$ cat config.mk
export PLATFORM = sky130hd
export DESIGN_NAME = dpcm_sample_channel_flat
export DESIGN_NICKNAME = d
export VERILOG_FILES = /design/src/dsc_pkg.sv /design/src/dsc_in_if.sv /design/src/dsc_out_if.sv /design/src/dsc_cfg_regs.sv /design/src/dsc_core.sv /design/src/dsc_out_stage.sv /design/src/dpcm_sample_channel.sv /design/src/flat_wrapper.sv
export SDC_FILE = /design/constraint.sdc
export NUM_CORES = 1
export LEC_CHECK = 0
export BUFFER_PORTS_ARGS = -buffer_cell sky130_fd_sc_hd__buf_2
export CAP_MARGIN = 20
export CORE_MARGIN = 1.5
export CORE_UTILIZATION = 45
export DETAILED_ROUTE_END_ITERATION = 8
export HOLD_SLACK_MARGIN = 0.05
export PLACE_DENSITY = 0.68
export SETUP_SLACK_MARGIN = 0.3
export SLEW_MARGIN = 20
export SYNTH_ARGS = -nofsm -noshare
export SYNTH_HDL_FRONTEND = slang
export SYNTH_SLANG_ARGS = --single-unit
$ cat constraint.sdc
create_clock -name clk -period 4.83 [get_ports clk]
set_clock_uncertainty 0.15 [all_clocks]
set_input_delay 0.2415 -clock clk [delete_from_list [all_inputs] [get_ports clk]]
set_output_delay 0.2415 -clock clk [all_outputs]
set_load 0.01 [all_outputs]
$ cat src/dsc_pkg.sv
`timescale 1ns / 1ps
// ----------------------------------------------------------------------------
// dsc_pkg: shared types and constants for the delta sample channel
// Opcodes, register indexes, rate periods and the structs that pass between
// the configuration registers, the channel core and the output stage.
// ----------------------------------------------------------------------------
package dsc_pkg;

  localparam int unsigned CFG_IDX_W  = 3;
  localparam int unsigned CFG_DATA_W = 8;

  localparam int unsigned LEVEL_W = 7;
  localparam int unsigned TIMER_W = 9;
  localparam int unsigned ADDR_W  = 16;
  localparam int unsigned COUNT_W = 12;
  localparam int unsigned BITS_W  = 4;

  localparam logic [ADDR_W-1:0]  START_BASE   = 16'hC000;
  localparam logic [ADDR_W-1:0]  WRAP_BASE    = 16'h8000;
  localparam logic [LEVEL_W-1:0] LEVEL_UP_MAX = 7'd125;
  localparam logic [LEVEL_W-1:0] LEVEL_DN_MIN = 7'd2;
  localparam logic [BITS_W-1:0]  BITS_PER_BYTE = 4'd8;

  typedef enum logic [1:0] {
    OP_TICK    = 2'd0,
    OP_ENABLE  = 2'd1,
    OP_DISABLE = 2'd2,
    OP_DELIVER = 2'd3
  } opcode_t;

  typedef enum logic [CFG_IDX_W-1:0] {
    REG_RATE_INDEX = 3'd0,
    REG_LOOP_EN    = 3'd1,
    REG_IRQ_EN     = 3'd2,
    REG_START_ADDR = 3'd3,
    REG_LENGTH     = 3'd4
  } reg_idx_t;

  typedef struct packed {
    logic [3:0] rate_index;
    logic       loop_enable;
    logic       irq_enable;
    logic [7:0] start_address_reg;
    logic [7:0] length_reg;
    logic       irq_clear;   // write of zero to the irq enable, this cycle
  } cfg_t;

  typedef struct packed {
    logic [LEVEL_W-1:0] level;
    logic               irq;
    logic               fetch_request;
    logic [ADDR_W-1:0]  fetch_address;
  } result_t;

  // timer period table, expiry once the count passes this value
  function automatic logic [TIMER_W-1:0] rate_period(input logic [3:0] idx);
    logic [TIMER_W-1:0] p;
    unique case (idx)
      4'd0:  p = 9'd428;
      4'd1:  p = 9'd380;
      4'd2:  p = 9'd340;
      4'd3:  p = 9'd320;
      4'd4:  p = 9'd286;
      4'd5:  p = 9'd254;
      4'd6:  p = 9'd226;
      4'd7:  p = 9'd214;
      4'd8:  p = 9'd190;
      4'd9:  p = 9'd160;
      4'd10: p = 9'd142;
      4'd11: p = 9'd128;
      4'd12: p = 9'd106;
      4'd13: p = 9'd84;
      4'd14: p = 9'd72;
      4'd15: p = 9'd54;
      default: p = 9'd428;
    endcase
    return p;
  endfunction

endpackage

$ cat src/dsc_in_if.sv
`timescale 1ns / 1ps
// ----------------------------------------------------------------------------
// dsc_in_if: request channel into the delta sample channel
// Valid/ready handshake carrying an opcode and a fetched sample byte.
// ----------------------------------------------------------------------------
interface dsc_in_if;
  import dsc_pkg::*;

  logic       valid;
  logic       ready;
  logic [1:0] opcode;
  logic [7:0] fetched_byte;

  modport source (output valid, output opcode, output fetched_byte, input ready);
  modport sink   (input valid, input opcode, input fetched_byte, output ready);
endinterface

$ cat src/dsc_out_if.sv
`timescale 1ns / 1ps
// ----------------------------------------------------------------------------
// dsc_out_if: result channel out of the delta sample channel
// Valid/ready handshake carrying level, irq and the fetch request.
// ----------------------------------------------------------------------------
interface dsc_out_if;
  import dsc_pkg::*;

  logic               valid;
  logic               ready;
  logic [LEVEL_W-1:0] level;
  logic               irq;
  logic               fetch_request;
  logic [ADDR_W-1:0]  fetch_address;

  modport source (output valid, output level, output irq, output fetch_request,
                  output fetch_address, input ready);
  modport sink   (input valid, input level, input irq, input fetch_request,
                  input fetch_address, output ready);
endinterface

$ cat src/dsc_cfg_regs.sv
`timescale 1ns / 1ps
// ----------------------------------------------------------------------------
// dsc_cfg_regs: configuration register file
// Write-only registers; bits above each register's width are dropped and
// writes to unknown indexes are ignored.
// ----------------------------------------------------------------------------
module dsc_cfg_regs (
  input  logic                             clk,
  input  logic                             rst_n,
  input  logic                             cfg_wr_en,
  input  logic [dsc_pkg::CFG_IDX_W-1:0]    cfg_index,
  input  logic [dsc_pkg::CFG_DATA_W-1:0]   cfg_wr_data,
  output dsc_pkg::cfg_t                    cfg
);
  import dsc_pkg::*;

  logic [3:0] rate_index_r;
  logic       loop_enable_r;
  logic       irq_enable_r;
  logic [7:0] start_address_r;
  logic [7:0] length_r;

  always_ff @(posedge clk) begin
    if (!rst_n) begin
      rate_index_r    <= '0;
      loop_enable_r   <= 1'b0;
      irq_enable_r    <= 1'b0;
      start_address_r <= '0;
      length_r        <= '0;
    end else if (cfg_wr_en) begin
      case (cfg_index)
        REG_RATE_INDEX: rate_index_r    <= cfg_wr_data[3:0];
        REG_LOOP_EN:    loop_enable_r   <= cfg_wr_data[0];
        REG_IRQ_EN:     irq_enable_r    <= cfg_wr_data[0];
        REG_START_ADDR: start_address_r <= cfg_wr_data;
        REG_LENGTH:     length_r        <= cfg_wr_data;
        default: ;
      endcase
    end
  end

  always_comb begin
    cfg.rate_index        = rate_index_r;
    cfg.loop_enable       = loop_enable_r;
    cfg.irq_enable        = irq_enable_r;
    cfg.start_address_reg = start_address_r;
    cfg.length_reg        = length_r;
    // disabling the interrupt also drops a pending flag
    cfg.irq_clear         = cfg_wr_en && (cfg_index == REG_IRQ_EN) && !cfg_wr_data[0];
  end

endmodule

$ cat src/dsc_core.sv
`timescale 1ns / 1ps
// ----------------------------------------------------------------------------
// dsc_core: channel state and its per-request update
// Rate timer, output unit, sample buffer and fetch sequencing. The whole
// update for one request is settled in the cycle it is accepted.
// ----------------------------------------------------------------------------
module dsc_core (
  input  logic             clk,
  input  logic             rst_n,
  input  logic             accept,
  input  logic [1:0]       opcode,
  input  logic [7:0]       fetched_byte,
  input  dsc_pkg::cfg_t    cfg,
  output dsc_pkg::result_t result
);
  import dsc_pkg::*;

  logic [TIMER_W-1:0] rate_timer_r,  rate_timer_nxt;
  logic [LEVEL_W-1:0] level_r,       level_nxt;
  logic [7:0]         shifter_r,     shifter_nxt;
  logic [BITS_W-1:0]  bits_left_r,   bits_left_nxt;
  logic               silent_r,      silent_nxt;
  logic [7:0]         buffer_r,      buffer_nxt;
  logic               buffer_full_r, buffer_full_nxt;
  logic               pending_r,     pending_nxt;
  logic [ADDR_W-1:0]  address_r,     address_nxt;
  logic [COUNT_W-1:0] bytes_left_r,  bytes_left_nxt;
  logic               irq_r,         irq_nxt;

  logic [TIMER_W-1:0] timer_inc;
  logic [ADDR_W-1:0]  start_addr;
  logic [COUNT_W-1:0] start_count;
  logic [ADDR_W-1:0]  addr_inc;
  logic [COUNT_W-1:0] count_dec;
  logic [BITS_W-1:0]  bits_dec;

  assign timer_inc   = rate_timer_r + TIMER_W'(1);
  assign start_addr  = START_BASE + {2'b00, cfg.start_address_reg, 6'b000000};
  assign start_count = {cfg.length_reg, 4'b0001};
  assign addr_inc    = address_r + ADDR_W'(1);
  assign count_dec   = (bytes_left_r != '0) ? bytes_left_r - COUNT_W'(1) : bytes_left_r;
  assign bits_dec    = bits_left_r - BITS_W'(1);

  always_comb begin
    rate_timer_nxt  = rate_timer_r;
    level_nxt       = level_r;
    shifter_nxt     = shifter_r;
    bits_left_nxt   = bits_left_r;
    silent_nxt      = silent_r;
    buffer_nxt      = buffer_r;
    buffer_full_nxt = buffer_full_r;
    pending_nxt     = pending_r;
    address_nxt     = address_r;
    bytes_left_nxt  = bytes_left_r;
    irq_nxt         = irq_r;

    unique case (opcode_t'(opcode))
      OP_TICK: begin
        if (timer_inc > rate_period(cfg.rate_index)) begin
          rate_timer_nxt = '0;
          if (!silent_r) begin
            if (shifter_r[0]) begin
              if (level_r <= LEVEL_UP_MAX) level_nxt = level_r + LEVEL_W'(2);
            end else begin
              if (level_r >= LEVEL_DN_MIN) level_nxt = level_r - LEVEL_W'(2);
            end
          end
          shifter_nxt   = {1'b0, shifter_r[7:1]};
          bits_left_nxt = bits_dec;
          // end of a byte: reload from the buffer or fall silent
          if (bits_dec == '0) begin
            bits_left_nxt = BITS_PER_BYTE;
            if (buffer_full_r) begin
              silent_nxt      = 1'b0;
              shifter_nxt     = buffer_r;
              buffer_full_nxt = 1'b0;
            end else begin
              silent_nxt = 1'b1;
            end
          end
        end else begin
          rate_timer_nxt = timer_inc;
        end
      end
      OP_ENABLE: begin
        irq_nxt = 1'b0;
        if (bytes_left_r == '0) begin
          address_nxt    = start_addr;
          bytes_left_nxt = start_count;
        end
      end
      OP_DISABLE: begin
        irq_nxt        = 1'b0;
        bytes_left_nxt = '0;
        pending_nxt    = 1'b0;
      end
      OP_DELIVER: begin
        // a byte nobody asked for is dropped
        if (pending_r) begin
          pending_nxt     = 1'b0;
          buffer_nxt      = fetched_byte;
          buffer_full_nxt = 1'b1;
          address_nxt     = (addr_inc == '0) ? WRAP_BASE : addr_inc;
          bytes_left_nxt  = count_dec;
          if (count_dec == '0) begin
            if (cfg.loop_enable) begin
              address_nxt    = start_addr;
              bytes_left_nxt = start_count;
            end else if (cfg.irq_enable) begin
              irq_nxt = 1'b1;
            end
          end
        end
      end
      default: ;
    endcase

    if (!buffer_full_nxt && (bytes_left_nxt != '0) && !pending_nxt) pending_nxt = 1'b1;
  end

  always_ff @(posedge clk) begin
    if (!rst_n) begin
      rate_timer_r  <= '0;
      level_r       <= '0;
      shifter_r     <= '0;
      bits_left_r   <= BITS_PER_BYTE;
      silent_r      <= 1'b1;
      buffer_r      <= '0;
      buffer_full_r <= 1'b0;
      pending_r     <= 1'b0;
      address_r     <= START_BASE;
      bytes_left_r  <= '0;
      irq_r         <= 1'b0;
    end else if (accept) begin
      rate_timer_r  <= rate_timer_nxt;
      level_r       <= level_nxt;
      shifter_r     <= shifter_nxt;
      bits_left_r   <= bits_left_nxt;
      silent_r      <= silent_nxt;
      buffer_r      <= buffer_nxt;
      buffer_full_r <= buffer_full_nxt;
      pending_r     <= pending_nxt;
      address_r     <= address_nxt;
      bytes_left_r  <= bytes_left_nxt;
      irq_r         <= irq_nxt;
    end else if (cfg.irq_clear) begin
      irq_r <= 1'b0;
    end
  end

  always_comb begin
    result.level         = level_nxt;
    result.irq           = irq_nxt;
    result.fetch_request = pending_nxt;
    result.fetch_address = pending_nxt ? address_nxt : '0;
  end

endmodule

$ cat src/dsc_out_stage.sv
`timescale 1ns / 1ps
// ----------------------------------------------------------------------------
// dsc_out_stage: result register
// Holds one result until taken; a new request is accepted whenever the
// register is empty or being emptied in the same cycle.
// ----------------------------------------------------------------------------
module dsc_out_stage (
  input  logic             clk,
  input  logic             rst_n,
  input  logic             in_valid,
  output logic             in_ready,
  input  dsc_pkg::result_t res,
  output logic             out_valid,
  input  logic             out_ready,
  output dsc_pkg::result_t out_res
);
  import dsc_pkg::*;

  logic    valid_r;
  result_t res_r;

  assign in_ready  = !valid_r || out_ready;
  assign out_valid = valid_r;
  assign out_res   = res_r;

  always_ff @(posedge clk) begin
    if (!rst_n) begin
      valid_r <= 1'b0;
    end else if (in_valid && in_ready) begin
      valid_r <= 1'b1;
    end else if (out_ready) begin
      valid_r <= 1'b0;
    end
  end

  always_ff @(posedge clk) begin
    if (in_valid && in_ready) begin
      res_r <= res;
    end
  end

endmodule

$ cat src/dpcm_sample_channel.sv
`timescale 1ns / 1ps
// ----------------------------------------------------------------------------
// dpcm_sample_channel: one-bit delta sample channel
// Rate timer, 7-bit output level, sample buffer and memory fetch sequencing,
// driven by tick / enable / disable / byte-delivered requests.
// ----------------------------------------------------------------------------
// Every accepted request returns exactly one result (level, irq, fetch
// request and address) from a result register in the next cycle. A request
// may be accepted each cycle, so the channel sustains one request per clock;
// it stalls only while the result register holds a result that the sink has
// not taken. The whole state update is a single pass of logic between the
// state registers and the result register. Configuration writes take effect
// at once and are meant to be made while no request is in flight; writing
// zero to the irq enable also clears a pending interrupt.
module dpcm_sample_channel (
  input  logic                           clk,
  input  logic                           rst_n,
  input  logic                           cfg_wr_en,
  input  logic [dsc_pkg::CFG_IDX_W-1:0]  cfg_index,
  input  logic [dsc_pkg::CFG_DATA_W-1:0] cfg_wr_data,
  dsc_in_if.sink                         in_ch,
  dsc_out_if.source                      out_ch
);
  import dsc_pkg::*;

  cfg_t    cfg;
  result_t res;
  result_t out_res;
  logic    in_ready;
  logic    accept;

  assign accept      = in_ch.valid && in_ready;
  assign in_ch.ready = in_ready;

  dsc_cfg_regs u_cfg_regs (
    .clk        (clk),
    .rst_n      (rst_n),
    .cfg_wr_en  (cfg_wr_en),
    .cfg_index  (cfg_index),
    .cfg_wr_data(cfg_wr_data),
    .cfg        (cfg)
  );

  dsc_core u_core (
    .clk         (clk),
    .rst_n       (rst_n),
    .accept      (accept),
    .opcode      (in_ch.opcode),
    .fetched_byte(in_ch.fetched_byte),
    .cfg         (cfg),
    .result      (res)
  );

  dsc_out_stage u_out_stage (
    .clk      (clk),
    .rst_n    (rst_n),
    .in_valid (in_ch.valid),
    .in_ready (in_ready),
    .res      (res),
    .out_valid(out_ch.valid),
    .out_ready(out_ch.ready),
    .out_res  (out_res)
  );

  assign out_ch.level         = out_res.level;
  assign out_ch.irq           = out_res.irq;
  assign out_ch.fetch_request = out_res.fetch_request;
  assign out_ch.fetch_address = out_res.fetch_address;

endmodule

$ cat src/flat_wrapper.sv
// flat-port wrapper written by rule: the top's interface ports become plain ports
module dpcm_sample_channel_flat import dsc_pkg::*;
  (clk, rst_n, cfg_wr_en, cfg_index, cfg_wr_data, in_ch_valid, in_ch_opcode, in_ch_fetched_byte, in_ch_ready, out_ch_valid, out_ch_level, out_ch_irq, out_ch_fetch_request, out_ch_fetch_address, out_ch_ready);
  dsc_in_if in_ch_i ();
  dsc_out_if out_ch_i ();
  input  logic clk;
  input  logic rst_n;
  input  logic cfg_wr_en;
  input  logic [dsc_pkg::CFG_IDX_W-1:0] cfg_index;
  input  logic [dsc_pkg::CFG_DATA_W-1:0] cfg_wr_data;
  input wire logic [$bits(in_ch_i.valid)-1:0] in_ch_valid;
  input wire logic [$bits(in_ch_i.opcode)-1:0] in_ch_opcode;
  input wire logic [$bits(in_ch_i.fetched_byte)-1:0] in_ch_fetched_byte;
  output wire logic [$bits(in_ch_i.ready)-1:0] in_ch_ready;
  output wire logic [$bits(out_ch_i.valid)-1:0] out_ch_valid;
  output wire logic [$bits(out_ch_i.level)-1:0] out_ch_level;
  output wire logic [$bits(out_ch_i.irq)-1:0] out_ch_irq;
  output wire logic [$bits(out_ch_i.fetch_request)-1:0] out_ch_fetch_request;
  output wire logic [$bits(out_ch_i.fetch_address)-1:0] out_ch_fetch_address;
  input wire logic [$bits(out_ch_i.ready)-1:0] out_ch_ready;
  assign in_ch_i.valid = in_ch_valid;
  assign in_ch_i.opcode = in_ch_opcode;
  assign in_ch_i.fetched_byte = in_ch_fetched_byte;
  assign in_ch_ready = in_ch_i.ready;
  assign out_ch_valid = out_ch_i.valid;
  assign out_ch_level = out_ch_i.level;
  assign out_ch_irq = out_ch_i.irq;
  assign out_ch_fetch_request = out_ch_i.fetch_request;
  assign out_ch_fetch_address = out_ch_i.fetch_address;
  assign out_ch_i.ready = out_ch_ready;
  dpcm_sample_channel u_core (.clk(clk), .rst_n(rst_n), .cfg_wr_en(cfg_wr_en), .cfg_index(cfg_index), .cfg_wr_data(cfg_wr_data), .in_ch(in_ch_i), .out_ch(out_ch_i));
endmodule
* Yosys cells after proc, flatten, opt, wreduce, memory -nomap -nowiden
Memories as Yosys holds them, arrays and structs flattened. A register that Yosys moved wholly into a read port is not among the register bits.
Index checks and enable logic that the tools add are counted.
** Cells by class
- Reduce and logical (&&, ||, !) cells :: 31
- Add/sub/neg operators :: 7
- Muxes and demuxes :: 41
- $lt $le $gt $ge :: 3
- Equality and inequality tests :: 7
** Operators by type and width (count)
- $mux 16 :: 5
- $mux 12 :: 5
- $mux 7 :: 6
- $pmux 12 s3 :: 1
- $pmux 16 s2 :: 1
- $logic_not 12->1 :: 2
- $reduce_bool 12->1 :: 2
- $mux 9 :: 2
- $add 15x15->16 const A :: 1
- $add 16x1->16 const B :: 1
- $logic_not 16->1 :: 1
- $mux 8 :: 2
- $mux 1 :: 14
- $mux 4 :: 3
- $reduce_and 2->1 :: 6
- $sub 12x1->12 const B :: 1
- $add 9x1->9 const B :: 1
- $gt 9x9->1 :: 1
- $add 7x2->7 const B :: 1
- $ge 7x2->1 const B :: 1
- $le 7x7->1 const B :: 1
- $sub 7x2->7 const B :: 1
- $eq 3x2->1 const B :: 2
- $reduce_and 3->1 :: 2
- other kinds (15) :: 26
** Word-level totals
- Memories :: 1
- Memory bits (read-only) :: 128
- Logic and storage cells :: 111
- Bits in registers :: 116
** Memory list
- (no name shown) :: words 16, width 8, rd ports 1, clocked after Yosys merged registers in 1, wr ports 0, RTL line dsc_pkg.sv:58 : unique case (idx)

* Longest topological paths before layout
- Depth after elaboration :: 10
- Mapped depth :: 17

* By module
From an unflattened synthesis, not the netlist that was laid out.
** Second synthesis, totals
- Cells, all modules :: 942
- Area total of the unflattened synthesis :: 7424.6 µm²
** By module, submodules not included
- dsc_core :: area each 5713.0 µm², cells an instance 824, instances 1
- dsc_cfg_regs :: area each 897.1 µm², cells an instance 87, instances 1
- dsc_out_stage :: area each 808.3 µm², cells an instance 30, instances 1
- dpcm_sample_channel :: area each 6.3 µm², cells an instance 1, instances 1

* Worst setup path after synthesis
No wires, ideal clock.
- Path kind :: register -> register
- Start point :: reg u_core.u_core.bytes_left_r[1]
- End point :: reg u_core.u_out_stage.res_r (netlist bit u_core.u_out_stage.out_res[8]) (data pin)
- Arrival :: 3.181 ns
- Setup time :: 0.280 ns
- Path buffers :: 2
- Setup slack :: 1.219 ns
- Period minus slack after synthesis :: 3.611 ns
- Stages on the path, launching flop included :: 16
- Data required time :: 4.400 ns
- Path through :: dfxtp_1 > buf_6 > inv_1 > ha_1 > nor4b_4 > and3_4 > inv_2 > buf_6 > ha_1 > o2111ai_1 > nor4_1 > nand4b_2 > o21ai_4 > nor2_2 > a222oi_1 > a211oi_2
** Between the ends
- Longest elaborated chain between the ends :: 10
- Elaborated cells on any way between the ends :: 18
- Classes of those cells :: 1 x add/sub; 11 x mux; 6 x reduce/logical
** Ends and longest elaborated chain
- start, declared :: RTL line dsc_core.sv:27 : logic [COUNT_W-1:0] bytes_left_r, bytes_left_nxt;
- start signal, assigned :: RTL line dsc_core.sv:144 : bytes_left_r <= bytes_left_nxt;
- $sub 12x1->12 / $reduce_bool 12->1 (equally long branches) :: RTL line dsc_core.sv:41 : assign count_dec = (bytes_left_r != '0) ? bytes_left_r - COUNT_W'(1) : bytes_left_r;
- $mux 12 :: RTL line dsc_core.sv:41
- $logic_not 12->1 / $mux 12 (equally long branches) :: RTL line dsc_core.sv:105, dsc_core.sv:106
- $mux 12 :: RTL line dsc_core.sv:105 : if (count_dec == '0) begin
- $mux 12 :: RTL line dsc_core.sv:99 : if (pending_r) begin
- $pmux 12 s3 :: RTL line dsc_core.sv:57 : unique case (opcode_t'(opcode))
- $reduce_bool 12->1 :: RTL line dsc_core.sv:118 : if (!buffer_full_nxt && (bytes_left_nxt != '0) && !pending_nxt) pending_nxt = 1'b1;
- $logic_and 1x1->1 (2 in a row) :: RTL line dsc_core.sv:118
- $mux 1 :: RTL line dsc_core.sv:118
- end signal, assigned :: RTL line dsc_out_stage.sv:38 : res_r <= res;
- end, declared :: RTL line dsc_out_stage.sv:20 : result_t res_r;
Several ways; a longest one is shown, not always the timed one.
A chain may end at the register's enable or synchronous reset.

* Worst setup path in the final report
- Start point :: reg u_core.u_core.bytes_left_r[0]
- End point :: reg u_core.u_out_stage.res_r (netlist bit u_core.u_out_stage.out_res[2]) (data pin)
Same word-level chain as after synthesis.

==> flow_summary.ini <==
[clock_tree]
cts_buffers = 17
cts_resized = 0
cts_tree = built
cts.clk_slew.worst_paths_ns = 0.06
htreeDepth = 4
cts_root_buf = clkbuf_16
cts.path.max_buffers = 2
cts_setup_buffers = 0
clk_latency_ns = 0.42
clock-sinks = 122

[critical_path]
crit_path_cell_trace = inv_1 > ha_1 > nor4b_4 > and3_4 > inv_2 > ha_1 > o2111ai_1 > nor4_1 > and4b_4 > nand2_4 > o211ai_2 > nor4_4 > buf_4 > a211oi_1
cp_data_arrival_time_ns = 4.30
worst-path-buf-inv = 3
cp-start-kind = flip-flop
cp_top_family = simple AND/OR/NAND/NOR gates
crit_type = flip-flop to flip-flop
worstPathMaxFanout = 15
endpoint_kind = flip-flop
worstPathRequired_ns = 4.92
crit_top_cell = ha_1
cp_slowest_cell = nor4_1
slowest_delay_ns = 0.43

[yosys]
yosysSeqAreaShare = 0.358
avgSynthCellArea_um2 = 8.16
synth_edf_count = 24
synth_cell_types = 90
async_flop_share = 0
synth-seq-cells = 122
syn-instance-count = 918
syn_nets = 970
synth_ff_type = dfxtp_1
synthTopCellsByArea = dfxtp_1 26%, edfxtp_1 9.6%, nand2_1 5.8%, nor2_1 5.0%, a21oi_1 4.9%
ys_warn_count = 0
synthesis.area_mm2 = 0.00749
yosysTopAreaCell = dfxtp_1
yosysTopAreaCellShare = 0.262

[global_routing]
antenna_found_initial = 0
gr-usage-all-layers = 0.242
grt_pass1_vias = 6470
overflow = 0
grt_pass1_wl_um = 33800
grt_start_max_net_pins = 70

[power]
vdd_drop_max_v = 0.000290
power.total_mw = 2.98
power_density_mw_per_mm2 = 347
p_leak_nw = 3.27

[floorplan]
core_mm2 = 0.0161
die_x_um = 132
initial_core_util = 0.466
fp.dieArea_mm2 = 0.0174
rows = 46
ios = 53
die_h_um = 132

[status]
status = finished clean

[drt]
drt_iter0_markers = 565
first_pass_iters = 5
route.vias.total = 7042
drcViolationCount = 0
postRouteAntennaNets = 0
totalWireLength_um = 20700
wl_per_cell_um = 17.4
avgViaCountPerCell = 5.92

[timing]
tightestPinTransition_ns = 0.991
finalMaxSlewViolations = 0
relSlewSlack = 0.338
fin_setup_tns_ns = 0
finalHoldViolCount = 0
clock.fmax_ghz = 0.237
rsz0062_at_grt = false
timing.final.crit_share = 0.873
setup_viol = 0
fin_crit_ns = 4.22

[placement]
place.gp.congestion = 0.997
postPlaceCellArea_mm2 = 0.00781
numPortBuffers = 51
hpwl_um = 14500

[cells_and_area]
num-nets-final = 1012
syn2layout_area_growth_pct = 14.8
finish.instance_area_mm2 = 0.00860
postLayoutCoreUtil = 0.535
drive_gt1_frac = 0.148
diodes = 0

[job]
maxCapViolCount = 0

[worst_hold_path]
hp-class = input port to flip-flop
## cell usage in the layout, fill, tap and decap left out, drive strengths merged, types with 12 or more instances in the layout
master / n
nand2: 117
nor2: 100
dfxtp: 98
a21oi: 76
o21ai: 63
buf: 63
inv: 44
a211oi: 31
nor3: 29
nand3: 27
ha: 26
mux2i: 25
edfxtp: 24
clkbuf: 20
xnor2: 19
dlygate4sd3: 18
nor4: 14
nand4: 12
o211ai: 12
## stage by stage
step | setup WS (ns) | instances | hold slack (ns)
after global placement | 0.567 | 1138 | 0.298
after CTS | 0.422 | 1188 | 0.0924
after global routing | 0.321 | 1189 | 0.125
after detailed placement | 0.439 | 1138 | 0.302
final | 0.613 | 1189 | 0.105
after floorplan | 1.22 | 918 | 0.221
## power by group
part           leakage (nW)  switching, mW  internal, mW
combinational          1.93          0.340         0.193
clock                 0.301          0.495         0.809
sequential             1.04         0.0556          1.09
## kinds of logic after synthesis
group,share of synthesized area
and+or+nand+nor,0.231
buffers and inverters,0.0580
DFF,0.358
muxes,0.0384
other,0.000501
adders and majority gates,0.0434
AOI/OAI and AO/OA,0.236
xor gates and xnor gates,0.0351
## metal layers
layer	vias up	global-route usage	routed length [um]
met5	-	0	0
met4	0	0.0963	582
met3	48	0.0419	1200
met2	279	0.385	9440
met1	3298	0.325	9470
li1	3417	-	-
## registers in the layout, summed over array words and instances, names as in the netlist, 8 cells and up, named ones only
name                               cells
u_core.u_core.buffer_r                 8
u_core.u_core.rate_timer_r             9
u_core.u_cfg_regs.length_r             8
u_core.u_core.bytes_left_r            12
u_core.u_core.address_r               16
u_core.u_out_stage.out_res            24
u_core.u_cfg_regs.start_address_r      8
u_core.u_core.shifter_r                8
## cell type report
type                            count  area, um^2
Fill cell                        1490        7460
Sequential cell                   122        2680
Clock buffer                       20         468
Timing Repair Buffer               81         526
Multi-Input combinational cell    699        4370
Clock inverter                     12         131
Tap cell                          216         270
Inverter                           39         146
## Yosys cell counts, types with 7 or more instances
cell type  count
xor2_1        11
inv_1         37
o211ai_1      11
nor4_1        10
nand4_1       12
a211oi_2       7
buf_1          9
nand2_1      116
nor2_1        99
ha_1          26
nor3_1        28
a31oi_1        9
or3_1          9
xnor2_1       19
edfxtp_1      24
nand3_1       27
dfxtp_1       98
clkbuf_1      37
a211oi_1      24
o21ai_0       56
a21oi_1       73
mux2i_1       25
## tightest hold or removal path: cells and delay by family
family        cells  cell delay [ns]
buf+inv           1             0.15
mux               1             0.11
simple gates      2             0.15
## what timing repair did
action,in CTS,in global routing
endpoints found under the hold margin,29,0
endpoints found under the setup margin,0,0
hold buffers,18,0
## final timing paths
kind,startpoint,endpoint,slack (ns),cells past startpoint
max reg2reg,u_core.u_core.bytes_left_r[0],u_core.u_out_stage.out_res[2],0.61,14
min reg2reg,u_core.u_cfg_regs.start_address_r[2],u_core.u_cfg_regs.start_address_r[2],0.32,2
max,u_core.u_core.bytes_left_r[0],u_core.u_out_stage.out_res[2],0.61,14
min,cfg_index[1],u_core.u_cfg_regs.loop_enable_r,0.10,4
(Power assumes the default switching activity.)
